[src/sv/agent_grid_trail_engine_macros.svh]
// ----------------------------------------------------------------------------
// Assertion macros for the agent grid and trail engine
// Shorthands for clocked checks that are disabled while reset is held.
// ----------------------------------------------------------------------------
`ifndef AGENT_GRID_TRAIL_ENGINE_MACROS_SVH
`define AGENT_GRID_TRAIL_ENGINE_MACROS_SVH

// The consequent must hold in the same cycle as the antecedent.
`define AGTE_ASSERT_SAME(lbl, ante, cons, msg) \
  lbl: assert property (@(posedge clk) disable iff (!rst_n) (ante) |-> (cons)) \
    else $error(msg);

// The consequent must hold in the cycle after the antecedent.
`define AGTE_ASSERT_NEXT(lbl, ante, cons, msg) \
  lbl: assert property (@(posedge clk) disable iff (!rst_n) (ante) |=> (cons)) \
    else $error(msg);

`endif

[src/sv/agte_pkg.sv]
// ----------------------------------------------------------------------------
// agte_pkg
// Shared types and constants of the agent grid and trail engine.
// ----------------------------------------------------------------------------
`default_nettype none

package agte_pkg;

  localparam int KIND_W  = 3;
  localparam int COORD_W = 16;
  localparam int TRAIL_W = 8;
  localparam int CFG_W   = 9;

  localparam int TRAIL_MAX = 255;

  localparam logic [CFG_W-1:0] GRID_RESET = 9'd256;

  // Operation codes carried by an item.
  localparam logic [KIND_W-1:0] KIND_PLACE    = 3'd0;
  localparam logic [KIND_W-1:0] KIND_MOVE     = 3'd1;
  localparam logic [KIND_W-1:0] KIND_VALIDATE = 3'd2;
  localparam logic [KIND_W-1:0] KIND_SENSE    = 3'd3;
  localparam logic [KIND_W-1:0] KIND_DEPOSIT  = 3'd4;

  // Configuration register indexes.
  localparam logic CFG_GRID_WIDTH  = 1'b0;
  localparam logic CFG_GRID_HEIGHT = 1'b1;

  typedef enum logic [2:0] {
    ST_CLEAR,
    ST_IDLE,
    ST_RD_DST,
    ST_EXEC,
    ST_WR_DST
  } state_t;

  typedef struct packed {
    logic clear;
    logic idle;
    logic rd_dst;
    logic exec_fire;
    logic wr_dst;
  } ctrl_t;

endpackage

`default_nettype wire

[src/sv/agte_seq.sv]
// ----------------------------------------------------------------------------
// agte_seq
// Sequencer: clearing pass after reset, then read, decide and write back.
// ----------------------------------------------------------------------------
`default_nettype none

module agte_seq import agte_pkg::*; #(
  parameter int DEPTH  = 65536,
  parameter int ADDR_W = $clog2(DEPTH)
) (
  input  wire logic              clk,
  input  wire logic              rst_n,
  input  wire logic              in_valid,
  input  wire logic              out_free,
  input  wire logic              move_ok,
  output ctrl_t                  ctrl,
  output logic      [ADDR_W-1:0] clr_addr
);

  state_t            state_r, state_nxt;
  logic [ADDR_W-1:0] clr_addr_r, clr_addr_nxt;
  logic              clr_last;

  assign clr_last = (clr_addr_r == ADDR_W'(DEPTH - 1));

  always_ff @(posedge clk) begin
    if (!rst_n) begin
      state_r    <= ST_CLEAR;
      clr_addr_r <= '0;
    end else begin
      state_r    <= state_nxt;
      clr_addr_r <= clr_addr_nxt;
    end
  end

  always_comb begin
    clr_addr_nxt = clr_addr_r;
    if (state_r == ST_CLEAR) begin
      clr_addr_nxt = clr_addr_r + 1'b1;
    end
  end

  always_comb begin
    state_nxt = state_r;
    unique case (state_r)
      ST_CLEAR:  state_nxt = clr_last ? ST_IDLE : ST_CLEAR;
      ST_IDLE:   state_nxt = in_valid ? ST_RD_DST : ST_IDLE;
      ST_RD_DST: state_nxt = ST_EXEC;
      ST_EXEC: begin
        if (out_free) begin
          state_nxt = move_ok ? ST_WR_DST : ST_IDLE;
        end
      end
      ST_WR_DST: state_nxt = ST_IDLE;
      default:   state_nxt = ST_CLEAR;
    endcase
  end

  always_comb begin
    ctrl = '0;
    unique case (state_r)
      ST_CLEAR:  ctrl.clear     = 1'b1;
      ST_IDLE:   ctrl.idle      = 1'b1;
      ST_RD_DST: ctrl.rd_dst    = 1'b1;
      ST_EXEC:   ctrl.exec_fire = out_free;
      ST_WR_DST: ctrl.wr_dst    = 1'b1;
      default:   ctrl           = '0;
    endcase
  end

  assign clr_addr = clr_addr_r;

endmodule

`default_nettype wire

[config.mk]
export PLATFORM = sky130hd
export DESIGN_NAME = agte_seq
export DESIGN_NICKNAME = d
export VERILOG_FILES = /design/src/sv/agent_grid_trail_engine_macros.svh /design/src/sv/agte_pkg.sv /design/src/sv/agte_seq.sv
export SDC_FILE = /design/constraint.sdc
export NUM_CORES = 1
export LEC_CHECK = 0
export ABC_AREA = 0
export BUFFER_PORTS_ARGS = -buffer_cell sky130_fd_sc_hd__buf_2
export CAP_MARGIN = 0
export CORE_MARGIN = 4
export CORE_UTILIZATION = 45
export DETAILED_ROUTE_END_ITERATION = 8
export PLACE_DENSITY = 0.72
export SLEW_MARGIN = 20
export SYNTH_ARGS = -nofsm -noshare
export SYNTH_HDL_FRONTEND = slang
export SYNTH_SLANG_ARGS = --single-unit
[constraint.sdc]
create_clock -name clk -period 2.3 [get_ports clk]
set_input_delay 0.115 -clock clk [delete_from_list [all_inputs] [get_ports clk]]
set_output_delay 0.115 -clock clk [all_outputs]
set_load 0.1 [all_outputs]
==> impl_metrics.json <==
{
  "cp.required_ns": 2.18,
  "die_h_um": 52.7,
  "multi_input_comb_area_sq_um": 494,
  "postCtsHoldBufs": 0,
  "grt_pass1_wl_um": 3000,
  "diodes": 0,
  "finalCriticalPeriod_ns": 1.82,
  "dieArea_sq_um": 2780,
  "postLayoutCoreUtil_pct": 59.0,
  "synth_cells": 100,
  "min_from": "rst_n",
  "holdPathStages": 3,
  "ys_ff_latch": 19,
  "numPortBuffers": 25,
  "setup_viol": 0,
  "grt_pass1_vias": 716,
  "regToRegStartpoint": "clr_addr[0]$_SDFFE_PN0P_",
  "final_nets": 131,
  "start_util_pct": 49.9,
  "ios": 26,
  "rsz0062_at_grt": "no",
  "grt_max_degree": 19,
  "postRouteAntennaNets": 0,
  "setup_tns_ns": 0,
  "crit_type": "reg -> out",
  "cts_root_buf": "clkbuf_4",
  "track_usage_pct": 14.4,
  "slew_viol_final": 0,
  "fill_cells": 167,
  "yosys.area.top_type": "dfxtp_1",
  "antenna_found_initial": 0,
  "drv_cap": 0,
  "p_per_area_nw_per_um2": 534,
  "power_uw": 567,
  "area_growth_syn_to_layout_pct": 18.2,
  "worst_pin_slew_ns": 0.478,
  "skew_ns": 0.0116,
  "outcome": "complete, no violations",
  "num_rows": 15,
  "drive_gt1_share_pct": 29.0,
  "num_vias": 779,
  "cts.repair.resized": 0,
  "max_freq_mhz": 551,
  "hold_end": "state_r[0]$_SDFFE_PN0P_",
  "cts_tree": "yes",
  "dr.pass1.iters": 3,
  "r2r_cells": 5,
  "drc": 0,
  "core_area_sq_um": 1800,
  "regArea_sq_um": 380,
  "clkTransAtPathRegs_ns": 0.11,
  "dp_hpwl_um": 1320,
  "ys_seq_area_share_pct": 42.3,
  "synth_top_area_share_pct": 42.3,
  "cp-end-kind": "output pin",
  "drt_iter0_drc": 9,
  "clkSinkCount": 19,
  "yosysWarnings": 0,
  "h-tree-depth": 1,
  "yosysUniqueCellTypes": 30,
  "ir_drop_mv": 0.515,
  "relSlewSlack_pct": 68.0,
  "r2r-end": "clr_addr[12]$_SDFFE_PN0P_",
  "p_leak_uw": 0.000456,
  "post_cts_buffers": 0,
  "clockBufferDepth": 2,
  "r2r_slack_ns": 0.67,
  "yosys-top-cells-area": "dfxtp_1 (42%), xor2_1 (6.8%), nor2_1 (5.8%)",
  "hold_viol_final": 0,
  "wirelength_um": 1770,
  "cts_buffers": 3,
  "clock_latency_ns": 0.30,
  "overflow": 0,
  "place.gp.congestion": 0.732,
  "critical_path.max_fanout": 8,
  "fin_crit_sh_pct": 78.9,
  "syn-mean-instance-area_sq_um": 8.98,
  "syn_nets": 106,
  "hp-class": "in -> reg",
  "start_kind": "register",
  "vias_per_cell": 5.23,
  "wire_per_inst_um": 11.9,
  "synth_area_sq_um": 898,
  "die_w_um": 52.7,
  "worstPathArrival_ns": 1.70
}
[synthesized netlist by cell type]
master,count
a21oi_1,6
a31oi_1,1
and2_1,2
and3_1,2
and4_1,2
and4_2,1
buf_1,1
buf_2,2
buf_4,1
buf_6,1
clkinv_1,1
dfxtp_1,19
ha_1,1
mux2i_1,1
nand2_1,5
nand3_1,6
nand3_2,1
nand4_1,4
nor2_1,14
nor3_1,2
nor3_4,1
nor3b_1,2
nor4b_1,1
nor4b_4,1
o21ai_0,5
o32ai_1,1
or2b_1,1
or3_1,5
xnor2_1,3
xor2_1,7
[sequential cells by signal, indices dropped and copies added (netlist names)]
signal	flops
clr_addr	16
state_r	3
[layout by cell type (no fill, tap or decap), drive strengths merged, types with 4 or more instances in the layout]
cell type | Yosys | final
a21oi | 6 | 6
buf | 5 | 25
dfxtp | 19 | 19
nand2 | 5 | 5
nand3 | 7 | 7
nand4 | 4 | 4
nor2 | 14 | 14
o21ai | 5 | 5
or3 | 5 | 5
xor2 | 7 | 7
[how the worst max path moves through the flow]
stage / startpoint / endpoint / slack, ns / cells past startpoint
floorplan: clr_addr[0]$_SDFFE_PN0P_ / clr_addr[14]$_SDFFE_PN0P_ / 0.06 / 5
global placement: state_r[1]$_SDFFE_PN0P_ / clr_addr[14]$_SDFFE_PN0P_ / 0.73 / 4
detailed placement: state_r[1]$_SDFFE_PN0P_ / clr_addr[12]$_SDFFE_PN0P_ / 0.68 / 4
CTS: state_r[1]$_SDFFE_PN0P_ / ctrl[1] / 0.47 / 3
global route: state_r[1]$_SDFFE_PN0P_ / ctrl[1] / 0.39 / 3
finish: state_r[1]$_SDFFE_PN0P_ / ctrl[1] / 0.48 / 3
[per-stage QoR]
stage               area [sq um]  std cells  worst slack, ns  hold slack [ns]
finish                      1060        149            0.484           0.0841
CTS                         1060        149            0.470           0.0764
detailed placement          1030        145            0.683            0.382
global route                1060        149            0.390           0.0827
global placement            1030        145            0.727            0.384
floorplan                    911        100           0.0553            0.261
[cell type report]
cell class | instances | area share (%)
Clock buffer | 3 | 2.12
Clock inverter | 1 | 0.471
Inverter | 1 | 0.353
Multi-Input combinational cell | 75 | 46.5
Sequential cell | 19 | 35.8
Tap cell | 25 | 2.94
Timing Repair Buffer | 25 | 11.8
[worst max-delay path, cell delays in order (launching register included)]
cell and delay [ns]:
dfxtp_1 0.55, or2b_1 0.31, nor2_2 0.12, buf_2 0.43
[power breakdown]
part           total [uW]  internal, uW  switching [uW]
logic                62.8          13.3            49.5
registers             339           334            4.93
clock network         166          64.8             101
total                 567           412             156
[kinds of logic (layout without fill, tap and decap cells)]
family	after synthesis	in the layout	share of synthesized area, %
and+or+nand+nor	50	50	33.6
DFF	19	19	42.3
AOI/OAI and AO/OA	13	13	7.80
xor gates and xnor gates	10	10	9.75
buffers and inverters	6	30	4.04
adders and majority gates	1	1	1.39
muxes	1	1	1.11
[metal layers]
metal	share of wire [%]	GRT usage, %	up-vias
met5	0	0	-
met4	0.74	2.55	0
met3	5.5	5.13	2
met2	46	22.5	17
met1	48	19.1	356
li1	-	-	404
(Power assumes the default switching activity.)
